===== src/hw/rtl/sao_ram.sv =====
// Generic simple dual-port RAM: one write port, one registered read port.
// No dependencies.
module sao_ram #(
    parameter int WIDTH = 8,
    parameter int DEPTH = 16
) (
    input  logic                     i_clk,
    input  logic                     i_we,
    input  logic [$clog2(DEPTH)-1:0] i_waddr,
    input  logic [WIDTH-1:0]         i_wdata,
    input  logic                     i_re,
    input  logic [$clog2(DEPTH)-1:0] i_raddr,
    output logic [WIDTH-1:0]         o_rdata
);
    logic [WIDTH-1:0] mem [DEPTH];
    logic [WIDTH-1:0] r_rdata;

    always_ff @(posedge i_clk) begin
        if (i_we) begin
            mem[i_waddr] <= i_wdata;
        end
        if (i_re) begin
            r_rdata <= mem[i_raddr];
        end
    end

    assign o_rdata = r_rdata;
endmodule


===== config.mk =====
export PLATFORM = sky130hd
export DESIGN_NAME = sao_ram
export DESIGN_NICKNAME = d
export VERILOG_FILES = /design/src/hw/rtl/sao_ram.sv
export SDC_FILE = /design/constraint.sdc
export NUM_CORES = 1
export LEC_CHECK = 0
export CORE_MARGIN = 3
export CORE_UTILIZATION = 47
export CTS_CLUSTER_SIZE = 40
export DETAILED_ROUTE_END_ITERATION = 7
export DONT_BUFFER_PORTS = 1
export GPL_TIMING_DRIVEN = 0
export PLACE_DENSITY = 0.59
export REMOVE_ABC_BUFFERS = 1
export SLEW_MARGIN = 10
export SYNTH_ARGS = -nofsm -noshare
export SYNTH_HDL_FRONTEND = slang
export SYNTH_SLANG_ARGS = --single-unit

===== constraint.sdc =====
create_clock -name i_clk -period 2.43 [get_ports i_clk]
set_input_delay 0.3645 -clock i_clk [delete_from_list [all_inputs] [get_ports i_clk]]
set_output_delay 0.3645 -clock i_clk [all_outputs]
set_load 0.1 [all_outputs]

==> results.txt <==
Status -> completed
HP Class -> in2reg
Crit-path max FO -> 1
Via density -> 5.75
DRT Wirelength -> 9820 um
Iter 0 DRT Violations -> 164
Final core occ -> 0.578
Post-CTS Setup Inserts -> 0
DIE WIDTH -> 111 um
Setup TNS -> 0 ns
GR Util All Layers -> 0.173
Antenna cell count -> 0
Buffers added on ports -> 0
Final ANT Viol Nets -> 0
Largest net degree at the start of global routing -> 33
Cell area after synthesis -> 5230 sq um
Detailed placer's ending HPWL -> 5810 um
Share of synthesized area spent on multiplexers -> 0.148
Critical Path End Type -> primary output
Slew Limit Headroom -> 0.343
Vias in the first global route -> 2422
DP Area -> 5340 sq um
Final setup viols -> 0
Leak pwr -> 1.97 nW
Fin area -> 6100 sq um
Worst Path Arrival -> 1.46 ns
Boundary Pins -> 27
Routability congestion estimate -> 0.683
Total gr overflow -> 0
Fin crit share -> 0.752
DRC viols -> 0
CTS tree -> yes
Logic pwr share -> 0.031
Synth area leader -> edfxtp_1
Internal -> 0.00470 W
FILL cells -> 780
Fin. Hold Viols -> 0
Clock group share of total power -> 0.499
Most frequent cells in the layout -> edfxtp_1, mux4_2, a22oi_1, clkbuf_16, mux4_1
Slew Limit Fails -> 0
Achievable frequency -> 0.548 GHz
Post-synthesis register bit count -> 136
Htree depth -> 4
First-pass GRT wire length -> 15100 um
Critical path startpoint category -> flip-flop
Critical path class -> reg2out
Crit path required time -> 2.07 ns
Top area cells in the synthesized netlist -> edfxtp_1, mux4_2, mux4_1, a22oi_1, nor2_1
Switching power -> 0.00113 W
Placement Setup Slack -> 0.480 ns
Largest family of logic cells by synthesized area -> multiplexers
Die ar. -> 12400 sq um
Top-area cell type share of the netlist area -> 0.781
Core area -> 10600 sq um
Simple-gate portion of the synthesized area -> 0.0314
Worst Setup SP -> o_rdata[4]
Initial antenna violation count -> 0
Initial Utilization -> 0.495
PostCTS Resize Cnt -> 0
Synthesis warning total -> 0
Hold_sp -> i_waddr[1]
Cell count after synthesis -> 229
Clock latency on the worst-skew pair -> 0.52 ns
Most common cell after layout, fill and taps aside -> edfxtp_1
Final setup margin -> 0.604 ns
Max-cap violations -> 0
Vias -> 2276
Layout Nets -> 267
Register share of total power -> 0.470
Share of cells above drive strength 1 -> 0.204
Area Overhead vs Synth -> 16.7%
CTS clk-pin slew, worst paths -> 0.06 ns
Rows -> 37
CTS Buf Count -> 17
Xor/xnor share of the synthesized area -> 0
Fin crit period -> 1.83 ns
Avg WL per Cell -> 24.8 um
Unrepaired setup endpoints after global routing -> no
Post-cts hold buffer count -> 9
DIE HEIGHT -> 111 um
CTS root buf -> clkbuf_8
Clk sinks -> 136
Worst VDD drop -> 887 uV
Pwr/cell area -> 956 nW/um^2
Distinct cells, synth -> 18
Worst Tran Pin Value -> 0.981 ns
Sequential-to-total area share from yosys stat -> 0.781
Dpl cells -> 356
Average cell area after synthesis -> 22.8 sq um
First-pass DRT Iterations -> 4
Clk buf depth -> 2
Switching share of total power -> 0.194
Adder-Cell Fraction of Synth Area -> 0
R2R Path Start -> mem[5][0]
Post-route insts no fill -> 396
Synth Area in Compound Gates -> 0.0230
Clock skew -> 0.00855 ns
stage by stage:
| stage | power, W | hold slack (ns) |
|---|---|---|
| after floorplan | 0.00289 | 0.463 |
| after global placement | 0.00293 | 0.464 |
| after detailed placement | 0.00293 | 0.464 |
| after CTS | 0.00588 | 0.0328 |
| after global routing | 0.00600 | 0.0333 |
| final | 0.00583 | 0.0606 |
per-layer routing:
metal	GRT usage	vias to the layer above	wire length, um
met5	0	-	0
met4	0.0657	0	157
met3	0.0668	12	721
met2	0.247	68	4700
met1	0.245	1174	4230
li1	-	1022	-
state kept, by name (all words and copies together), names as in the netlist:
| signal | flops |
|---|---|
| mem | 128 |
| o_rdata | 8 |
power groups by stage:
stage	Combinational [W]	Sequential (W)	Clock (W)
2_1_floorplan	0.000105	0.00279	0
3_3_place_gp	0.000139	0.00279	0
3_5_place_dp	0.000141	0.00279	0
4_1_cts	0.000183	0.00274	0.00296
5_1_grt	0.000198	0.00275	0.00306
6_report	0.000180	0.00274	0.00291
layout make-up:
class                           count  area (sq um)  area share
Clock buffer                       18           418      0.0685
Sequential cell                   136          4080       0.670
Tap cell                          136           170      0.0279
Timing Repair Buffer               10          97.6      0.0160
Clock inverter                     13           251      0.0412
Multi-Input combinational cell     83          1080       0.177
cell families after synthesis:
kind of cell | count (synthesis)
flops | 136
simple gates | 35
mux | 32
buf+inv | 10
compound gates | 16
cell usage after synthesis, drive strengths merged:
cell	count
nand2b	2
clkdlybuf4s25	3
nor2	13
mux4	32
and2b	1
nor2b	1
and2	1
nand2	9
edfxtp	136
a22oi	16
nor3	4
buf	7
nand3	1
nand3b	2
or3b	1
worst paths after layout:
path	endpoint	slack (ns)	cells past startpoint
min reg2reg	o_rdata[7]	0.75	3
max reg2reg	o_rdata[0]	0.84	3
max	o_rdata[4]	0.60	0
min	mem[4][2]	0.06	1
Note: power is estimated with default switching activity, not from simulation.
