File: config.mk
export PLATFORM = sky130hd
export DESIGN_NAME = sao_cfg
export DESIGN_NICKNAME = d
export VERILOG_FILES = /design/src/hw/rtl/sao_pkg.sv /design/src/hw/rtl/sao_cfg.sv
export SDC_FILE = /design/constraint.sdc
export NUM_CORES = 1
export LEC_CHECK = 0
export ABC_AREA = 1
export BUFFER_PORTS_ARGS = -buffer_cell sky130_fd_sc_hd__buf_2
export CORE_MARGIN = 1
export CORE_UTILIZATION = 43
export CTS_CLUSTER_DIAMETER = 100
export CTS_CLUSTER_SIZE = 14
export DETAILED_ROUTE_END_ITERATION = 7
export PLACE_DENSITY_LB_ADDON = 0.15
export SETUP_SLACK_MARGIN = 0.5
export SLEW_MARGIN = 25
export SYNTH_ARGS = -nofsm -noshare
export SYNTH_HDL_FRONTEND = slang
export SYNTH_SLANG_ARGS = --single-unit
File: constraint.sdc
create_clock -name i_clk -period 1.2 [get_ports i_clk]
set_clock_uncertainty 0.1 [all_clocks]
set_input_delay 0.12 -clock i_clk [delete_from_list [all_inputs] [get_ports i_clk]]
set_output_delay 0.12 -clock i_clk [all_outputs]
set_load 0.01 [all_outputs]
File: src/hw/rtl/sao_pkg.sv
// Shared types and constants of the sprite alpha outline block.
// No dependencies; imported by sao_cfg, sprite_alpha_outline and the testbench.
package sao_pkg;

    localparam int DEF_MAX_IMAGE_WIDTH = 256;
    localparam int DEF_MAX_EDGE_RADIUS = 8;
    localparam int HEIGHT_LIMIT        = 256;
    localparam int PADDR_W             = 5;
    localparam int PDATA_W             = 32;

    typedef enum logic [2:0] {
        REG_EDGE_WIDTH    = 3'd0,
        REG_OPAQUE_LEVEL  = 3'd1,
        REG_OUTLINE_RED   = 3'd2,
        REG_OUTLINE_GREEN = 3'd3,
        REG_OUTLINE_BLUE  = 3'd4,
        REG_IMAGE_WIDTH   = 3'd5,
        REG_IMAGE_HEIGHT  = 3'd6
    } t_reg_idx;

    typedef struct packed {
        logic [3:0] edge_width;
        logic [7:0] opaque_level;
        logic [7:0] outline_red;
        logic [7:0] outline_green;
        logic [7:0] outline_blue;
        logic [8:0] image_width;
        logic [8:0] image_height;
    } t_cfg;

endpackage

File: src/hw/rtl/sao_cfg.sv
// APB configuration registers of the sprite alpha outline block.
// Depends on sao_pkg.
module sao_cfg (
    input  logic                        i_clk,
    input  logic                        i_rst_n,
    input  logic                        psel,
    input  logic                        penable,
    input  logic                        pwrite,
    input  logic [sao_pkg::PADDR_W-1:0] paddr,
    input  logic [sao_pkg::PDATA_W-1:0] pwdata,
    output logic [sao_pkg::PDATA_W-1:0] prdata,
    output logic                        pready,
    output sao_pkg::t_cfg               o_cfg,
    output logic                        o_restart
);
    import sao_pkg::*;

    t_cfg     r_cfg;
    t_cfg     n_cfg;
    logic     n_restart;
    logic     wr;
    t_reg_idx idx;

    assign wr  = psel && penable && pwrite;
    assign idx = t_reg_idx'(paddr[PADDR_W-1:2]);

    always_comb begin
        n_cfg     = r_cfg;
        n_restart = 1'b0;
        if (wr) begin
            case (idx)
                REG_EDGE_WIDTH: begin
                    n_cfg.edge_width = pwdata[3:0];
                    n_restart = 1'b1;
                end
                REG_OPAQUE_LEVEL: begin
                    n_cfg.opaque_level = pwdata[7:0];
                    n_restart = 1'b1;
                end
                REG_OUTLINE_RED:   n_cfg.outline_red   = pwdata[7:0];
                REG_OUTLINE_GREEN: n_cfg.outline_green = pwdata[7:0];
                REG_OUTLINE_BLUE:  n_cfg.outline_blue  = pwdata[7:0];
                REG_IMAGE_WIDTH: begin
                    n_cfg.image_width = pwdata[8:0];
                    n_restart = 1'b1;
                end
                REG_IMAGE_HEIGHT: begin
                    n_cfg.image_height = pwdata[8:0];
                    n_restart = 1'b1;
                end
                default: n_restart = 1'b0;
            endcase
        end
    end

    always_ff @(posedge i_clk) begin
        if (!i_rst_n) begin
            r_cfg.edge_width    <= 4'd0;
            r_cfg.opaque_level  <= 8'd1;
            r_cfg.outline_red   <= 8'd0;
            r_cfg.outline_green <= 8'd0;
            r_cfg.outline_blue  <= 8'd0;
            r_cfg.image_width   <= 9'd256;
            r_cfg.image_height  <= 9'd256;
        end else begin
            r_cfg <= n_cfg;
        end
    end

    always_comb begin
        case (idx)
            REG_EDGE_WIDTH:    prdata = {28'd0, r_cfg.edge_width};
            REG_OPAQUE_LEVEL:  prdata = {24'd0, r_cfg.opaque_level};
            REG_OUTLINE_RED:   prdata = {24'd0, r_cfg.outline_red};
            REG_OUTLINE_GREEN: prdata = {24'd0, r_cfg.outline_green};
            REG_OUTLINE_BLUE:  prdata = {24'd0, r_cfg.outline_blue};
            REG_IMAGE_WIDTH:   prdata = {23'd0, r_cfg.image_width};
            REG_IMAGE_HEIGHT:  prdata = {23'd0, r_cfg.image_height};
            default:           prdata = '0;
        endcase
    end

    assign pready    = 1'b1;
    assign o_cfg     = r_cfg;
    assign o_restart = n_restart;
endmodule

==> qor.yml, run 1 <==
timing:
  tightest_slew_ns: 0.559
  maxSlewViolCount: 0
  fin_hold_ws_ns: -0.0404
  fmax_ghz: 0.658
  rsz0062_at_grt: "true"
  setup_viol: 18
  worst_slack_ns: -0.320
  fin_crit_ns: 1.52
  slew_headroom: 0.627
  finalHoldViolCount: 3
  period_share: 1.27
drt:
  detail-route-antenna-nets: 0
  drt_iter0_drc: 387
  drc: 13
  via_per_inst: 5.70
  vias: 4050
  totalWireLength_um: 14100
  routedWlPerCell_um: 19.9
  drt-pass1-iter-count: 7
synth:
  seq_area_frac_synth: 0.373
  yosysTopAreaCellShare: 0.373
  syn_avg_cell_area_um2: 6.30
  yosysWarnings: 0
  synth_top_area_cell: "dfxtp_1"
  netlist_area_um2: 2900
  ys_types: 20
  syn_inst: 460
  ys_seq_elements: 54
  yosys-top-cells-area: "dfxtp_1 37%, nand2_1 16%, nor2_1 16%, nand3_1 7.9%, buf_4 7.3%"
finish:
  drive_gt1_frac: 0.570
  nets: 674
  mostFrequentLayoutCell: "buf_6"
  final_cells: 710
  diodes: 0
  largest_reg_flops: 54
  final_util: 0.879
  layout_common_cells: "117 x buf_6, 94 x nand2_1, 88 x nor2_1, 43 x dfxtp_2, 34 x nor2_4"
  area_growth_pct: 94.8
floorplan:
  die_height_um: 84.1
  die_area_um2: 7070
  start_util: 0.451
  core-area_um2: 6420
  ioPinCount: 130
  fp-row-count: 29
  die_x_um: 84.1
power:
  pwr-share-seq: 0.478
  power_density_nw_per_um2: 676
  peakVddDrop_uv: 491
  p_sw_mw: 1.18
  p_clk_frac: 0.294
  power.leakage_nw: 2.67
  internal_power_mw: 2.64
  switching_share: 0.309
  power_frac_comb: 0.228
clock_network:
  clk_pin_slew_worst_paths_ns: 0.10
  cts_tree: "built"
  cts_buffers: 5
  clockRootBuffer: "clkbuf_8"
  clockBufferDepth: 2
  clk_latency_ns: 0.31
  h-tree-depth: 2
  cts.sinks: 54
placed_design:
  port_buffers: 80
  place_inst: 630
  gp_congestion: 0.904
  hpwlAfterDp_um: 6400
  post-place-ws_ns: -0.207
worst_setup_path:
  crit_buf_inv: 4
  start_kind: "input pin"
  crit_fanout: 7
  crit_type: "in -> out"
  cp-end-kind: "primary output"
  crit_slowest_cell: "nor2_1"
  crit_family: "buffers and inverters"
  slowest_delay_ns: 0.25
  crit_chain: "buf_8 -> buf_12 -> nor2_1 -> buf_4 -> nand2_2 -> nand2_1 -> nor2_1 -> nand2_1 -> buf_2"
  cp.required_ns: 0.98
  cp.arrival_ns: 1.30
global_routing:
  track_usage: 0.297
  globalRoute.totalOverflow: 0
  grt_pass1_wl_um: 16400
  grt_max_degree: 55
  grt_pass1_vias: 3334
  antenna_found_initial: 0
min_path:
  hold_class: "in -> reg"
outcome:
  status: "complete, but fails checks"
  violations: "design-rule violations, negative hold slack, negative setup slack"
flow_run:
  drv_cap: 0
repair_timing:
| item | CTS | global route |
|---|---|---|
| resized for setup | 197 | 139 |
| endpoints found under the setup margin | 118 | 118 |
| cloned | 3 | 2 |
| setup buffers | 34 | 33 |
| pin swaps | 56 | 61 |
| endpoints found under the hold margin | 3 | 3 |
power groups by stage:
stage	combinational (mW)	clock (mW)	sequential (mW)
floorplan	0.386	0	1.88
global placement	0.512	0	1.88
detailed placement	0.518	0	1.88
CTS	0.679	1.07	1.84
global route	0.910	1.16	1.82
finish	0.872	1.12	1.82
Yosys cell counts:
cell and count:
clkbuf_1 5, buf_4 28, nand3_1 46, dfxtp_1 54
nor2_4 4, nor2_2 6, nand2_1 127, o21ai_0 1
nand3_2 2, o22ai_1 1, buf_2 6, conb_1 2
nand4_1 22, a21oi_1 1, inv_1 18, o21ai_1 2
inv_2 4, a31oi_1 1, buf_1 7, nor2_1 123
area by class of cell:
cell class / instances / area, um2
inverters: 22 / 113
fillers: 274 / 777
multi-input cells: 361 / 2080
repair buffers: 188 / 2090
clock inverters: 1 / 5.00
clock buffers: 7 / 86.3
flip-flops and latches: 54 / 1180
well taps: 77 / 96.3
cells by family (layout without fill, tap and decap cells):
kind of cell / Yosys count / after routing / share of synthesized area
buffers and inverters: 68 / 218 / 0.127
AND/OR/NAND/NOR: 330 / 331 / 0.486
flip-flops: 54 / 54 / 0.373
other: 2 / 24 / 0.00259
AO/OA/AOI/OAI: 6 / 6 / 0.0112
metal layers:
layer,part of all wire,vias up,GRT usage
met5,0,-,0
met4,0.071,0,0.135
met3,0.091,90,0.0524
met2,0.49,328,0.494
met1,0.35,1884,0.374
li1,-,1748,-
worst reg2reg max path: stages (launching register included):
cell and delay [ns]:
dfxtp_2 0.35, buf_6 0.11, buf_6 0.11, buf_6 0.11, nor2_4 0.07, nor2_2 0.05
stage by stage:
| stage | area (um2) | total power [mW] | hold slack, ns | TNS (ns) |
|---|---|---|---|---|
| after global placement | 3650 | 2.39 | 0.247 | -5.89 |
| after CTS | 4820 | 3.59 | -0.0648 | -1.10 |
| after detailed placement | 3650 | 2.39 | 0.249 | -7.71 |
| final | 5650 | 3.82 | -0.0404 | -2.35 |
| after floorplan | 3190 | 2.27 | 0.129 | 0 |
| after global routing | 5650 | 3.90 | -0.0354 | -2.99 |
path summary, 6_finish.rpt:
| check | start | to | slack [ns] | cells past startpoint |
|---|---|---|---|---|
| setup reg to reg | o_cfg[6] | o_cfg[6] | 0.21 | 5 |
| hold reg to reg | o_cfg[47] | o_cfg[47] | 0.40 | 2 |
| setup / recovery | paddr[4] | prdata[0] | -0.32 | 9 |
| hold / removal | pwdata[0] | o_cfg[42] | -0.04 | 3 |
Note: power is estimated with default switching activity, not from simulation.
==> inputs of run 2 (changes only) <==
Settings changed: ABC_AREA 1 to unset, CORE_UTILIZATION 43 to 42.
==> qor.yml, run 2 <==
worst_setup_path:
  ff2ff_setup_slack_ns: 0.20
  crit_type: "reg -> out"
  cp.arrival_ns: 1.49
  start_kind: "flop"
  crit_fanout: 2
  cp-end-kind: "primary output"
  r2r_end: "o_cfg[1]"
  r2r_start: "o_cfg[1]"
  worstRegToRegCells: 5
  cp.required_ns: 0.98
synth:
  synth_edf_count: 0
  async_flop_share: 0
  yosysTopAreaCellShare: 0.402
  syn_inst: 282
  yosysWarnings: 0
  seq_area_frac_synth: 0.402
  ys_seq_elements: 54
  syn_avg_cell_area_um2: 9.54
  synthTopCellsByCount: "61 x nand2_1, 58 x mux2i_1, 54 x dfxtp_1, 24 x buf_4, 11 x nor2b_1"
  netlist_area_um2: 2690
  yosys-top-cells-area: "dfxtp_1 40%, mux2i_1 22%, nand2_1 8.5%, buf_4 6.7%, mux2_2 3.3%"
  synth_top_area_cell: "dfxtp_1"
  yosysMostFrequentCell: "nand2_1"
  ys_types: 32
  synth_ff_type: "dfxtp_1"
floorplan:
  start_util: 0.444
  die_area_um2: 6730
  ioPinCount: 130
  core-area_um2: 6060
  die_x_um: 82.1
  fp-row-count: 28
  die_height_um: 82.1
timing:
  worst_slack_ns: -0.507
  fin_hold_ws_ns: -0.00933
  period_share: 1.42
  setup_tns_ns: -3.08
  fmax_ghz: 0.586
  maxSlewViolCount: 0
  finalHoldViolCount: 2
  fin_crit_ns: 1.71
  rsz0062_at_grt: "true"
  setup_viol: 12
clock_network:
  clockRootBuffer: "clkbuf_8"
  clockBufferDepth: 2
  clk_latency_ns: 0.30
  cts.sinks: 54
  cts_buffers: 5
  cts_tree: "built"
  clk_pin_slew_worst_paths_ns: 0.09
  h-tree-depth: 2
drt:
  via_per_inst: 5.17
  vias: 2638
  drt-pass1-iter-count: 4
  drc: 0
  totalWireLength_um: 8860
  routedWlPerCell_um: 17.4
  detail-route-antenna-nets: 0
  drt_iter0_drc: 122
min_path:
  hold_class: "in -> reg"
  holdPathStages: 3
  hold_end: "o_cfg[17]"
  min-delay-start: "pwdata[8]"
outcome:
  violations: "negative hold slack, negative setup slack"
  status: "complete, but fails checks"
flow_run:
  drv_cap: 0
finish:
  final_util: 0.774
  multiInputGateArea_um2: 1620
  mostFrequentLayoutCell: "buf_6"
  n_fill_cell: 386
  drive_gt1_frac: 0.614
  final_cells: 510
  largest_reg_flops: 54
  regArea_um2: 1170
  nets: 476
  layout_common_cells: "105 x buf_6, 58 x nand2_1, 57 x mux2i_1, 46 x dfxtp_2, 29 x buf_4"
  area_growth_pct: 74.2
  diodes: 0
placed_design:
  place_inst: 475
  port_buffers: 80
  gp_congestion: 0.793
  hpwlAfterDp_um: 5440
global_routing:
  globalRoute.totalOverflow: 0
  antenna_found_initial: 0
  grt_max_degree: 32
  grt_pass1_vias: 2522
  grt_pass1_wl_um: 13100
  track_usage: 0.263
power:
  power.leakage_nw: 2.09
  peakVddDrop_uv: 581
  power_density_nw_per_um2: 735
==> run 2: changes by cell type after synthesis, sizes merged, moves of 5 or more <==
| cell | before | now |
|---|---|---|
| nor2 | 133 | 6 |
| nand2 | 127 | 61 |
| mux2i | 0 | 58 |
| nand3 | 48 | 2 |
| nand4 | 22 | 1 |
| inv | 22 | 3 |
| nor2b | 0 | 11 |
| buf | 41 | 32 |
| mux2 | 0 | 8 |
| a221oi | 0 | 7 |
| clkbuf | 5 | 10 |
==> run 2: logic make-up (layout without fill, tap and decap cells) <==
kind of cell / Yosys count / in the layout / share of synthesized area
AND/OR/NAND/NOR: 88 / 88 / 0.159
multiplexers: 68 / 68 / 0.266
buffers and inverters: 45 / 176 / 0.0995
AO/OA/AOI/OAI: 25 / 25 / 0.0716
other: 2 / 24 / 0.00279
flip-flops: 54 / 54 / 0.402
==> run 2: routing by layer <==
metal | global-route usage | part of all wire | up-vias
met5 | 0 | 0 | -
met4 | 0.0667 | 0.020 | 0
met3 | 0.0467 | 0.041 | 16
met2 | 0.433 | 0.51 | 90
met1 | 0.352 | 0.43 | 1301
li1 | - | - | 1231
==> run 2: layout make-up <==
cell class,instances,area share
Timing Repair Buffer,165,0.364
Tap cell,75,0.0200
Clock buffer,7,0.0184
Multi-Input combinational cell,205,0.345
Inverter,3,0.00240
Clock inverter,1,0.00107
Sequential cell,54,0.249
==> run 2: report_power, final <==
group | switching [mW] | total [mW] | internal (mW)
Combinational | 0.307 | 0.594 | 0.287
Sequential | 0.0131 | 1.80 | 1.79
Clock | 0.582 | 1.05 | 0.467
==> run 2: how the worst max path moves through the flow <==
stage               depth (start not counted)       from   endpoint  slack (ns)
finish                                      3   o_cfg[3]  prdata[3]       -0.51
global route                                3   o_cfg[3]  prdata[3]       -0.54
CTS                                         3  o_cfg[35]  prdata[1]       -0.50
detailed placement                          5   paddr[2]  prdata[4]       -0.41
global placement                            5   paddr[2]  prdata[4]       -0.40
floorplan                                   2   o_cfg[1]  prdata[1]       -0.07
==> run 2: critical path, cell delays in order (launching register included) <==
cell     delay (ns)
dfxtp_2        0.34
mux4_2         0.45
mux2_4         0.27
buf_6          0.12
==> run 2: metrics by stage <==
step                hold WS, ns  setup slack (ns)  cell area, um2  total power [mW]
global route           -0.00763            -0.541            4690              3.59
global placement          0.297            -0.397            3580              2.28
detailed placement        0.312            -0.409            3580              2.29
CTS                     -0.0201            -0.500            4520              3.41
finish                 -0.00933            -0.507            4690              3.44
floorplan                 0.188           -0.0687            2950              2.18
==> run 2: what timing repair did <==
item,in CTS,in global routing
buffers inserted,14,12
pin swaps,10,7
setup endpoints to repair,118,118
hold endpoints to repair,3,1
gates resized for setup,180,22
gates cloned,1,0
==> inputs of run 3 (changes only) <==
Settings changed: SKIP_LAST_GASP set to 1.
==> qor.yml, run 3 (synthesis gave the netlist of run 2 again) <==
placed_design:
  gp_congestion: 0.793
  place_inst: 475
  post-place-ws_ns: -0.409
  hpwlAfterDp_um: 5440
  port_buffers: 80
clock_network:
  cts.sinks: 54
  clk_latency_ns: 0.30
  clk_pin_slew_worst_paths_ns: 0.10
  clockBufferDepth: 2
  h-tree-depth: 2
  clockRootBuffer: "clkbuf_8"
  cts_buffers: 5
  cts_tree: "built"
global_routing:
  globalRoute.totalOverflow: 0
  grt_pass1_vias: 2442
  grt_pass1_wl_um: 12500
  antenna_found_initial: 0
  grt_max_degree: 32
  track_usage: 0.251
timing:
  worst_slack_ns: -0.500
  fin_crit_ns: 1.70
  finalHoldViolCount: 2
  fmax_ghz: 0.588
  rsz0062_at_grt: "true"
  setup_tns_ns: -2.96
  period_share: 1.42
  fin_hold_ws_ns: -0.0112
  maxSlewViolCount: 0
  setup_viol: 10
drt:
  routedWlPerCell_um: 17.1
  drt-pass1-iter-count: 4
  drt_iter0_drc: 152
  via_per_inst: 5.13
  drc: 0
  detail-route-antenna-nets: 0
  totalWireLength_um: 8850
  vias: 2651
floorplan:
  die_x_um: 82.1
  die_height_um: 82.1
  fp-row-count: 28
  ioPinCount: 130
  core-area_um2: 6060
  start_util: 0.444
  die_area_um2: 6730
min_path:
  min-delay-start: "pwdata[8]"
  hold_class: "in -> reg"
worst_setup_path:
  cp.required_ns: 0.98
  cp.arrival_ns: 1.48
  crit_path_start: "o_cfg[37]"
  crit_type: "reg -> out"
  r2r_start: "o_cfg[37]"
  crit_fanout: 2
  start_kind: "flop"
  cp-end-kind: "primary output"
outcome:
  violations: "negative hold slack, negative setup slack"
  status: "complete, but fails checks"
power:
  power_density_nw_per_um2: 746
  power.total_mw: 3.47
  power.leakage_nw: 2.12
  peakVddDrop_uv: 564
finish:
  area_growth_pct: 73.0
  drive_gt1_frac: 0.618
  mostFrequentLayoutCell: "buf_6"
  diodes: 0
  final_cells: 517
  multiInputGateArea_um2: 1600
  n_fill_cell: 366
  largest_reg_flops: 54
  nets: 483
  regArea_um2: 1150
  layout_common_cells: "95 x buf_6, 58 x mux2i_1, 58 x nand2_1, 52 x dfxtp_2, 34 x buf_4"
flow_run:
  drv_cap: 0
==> run 3: cell count changes in the layout (fill, tap and decap cells not counted), sizes merged <==
cell / before / now
buf: 165 / 171
clkbuf: 7 / 8
==> run 3: layout make-up <==
type,instances,share of cell area
flip-flops and latches,54,0.248
repair buffers,172,0.367
inverters,3,0.00242
multi-input cells,205,0.343
clock buffers,7,0.0185
well taps,75,0.0202
clock inverters,1,0.00107
==> run 3: what timing repair did <==
action / 4_1_cts / 5_1_grt
pin swaps: 9 / 4
setup endpoints to repair: 118 / 118
setup buffers: 14 / 18
resized for setup: 150 / 32
endpoints found under the hold margin: 3 / 3
gates cloned: 1 / 1
==> run 3: per-layer routing <==
layer | up-vias | share of wire | GRT usage
li1 | 1243 | - | -
met1 | 1304 | 0.44 | 0.337
met2 | 90 | 0.50 | 0.410
met3 | 14 | 0.044 | 0.0456
met4 | 0 | 0.017 | 0.0684
met5 | - | 0 | 0
==> run 3: power breakdown <==
part	total [mW]	internal [mW]	switching (mW)
clock	1.06	0.467	0.592
combinational	0.602	0.295	0.307
sequential	1.81	1.80	0.0121
total	3.47	2.56	0.911
==> run 3: final timing paths <==
kind | end | slack, ns | cells past startpoint
setup reg to reg | o_cfg[37] | 0.21 | 5
setup / recovery | prdata[3] | -0.50 | 3
hold reg to reg | o_cfg[18] | 0.37 | 2
hold / removal | o_cfg[17] | -0.01 | 3
==> run 3: metrics by stage <==
stage	instance area, um2	util
finish	4660	0.768
global route	4660	0.768
CTS	4340	0.716
detailed placement	3580	0.590
global placement	3580	0.590
floorplan	2950	-
==> run 3: worst max-delay path: stages, from the launching register on <==
cell	delay [ns]
dfxtp_2	0.34
mux4_2	0.44
mux2_4	0.27
buf_6	0.12
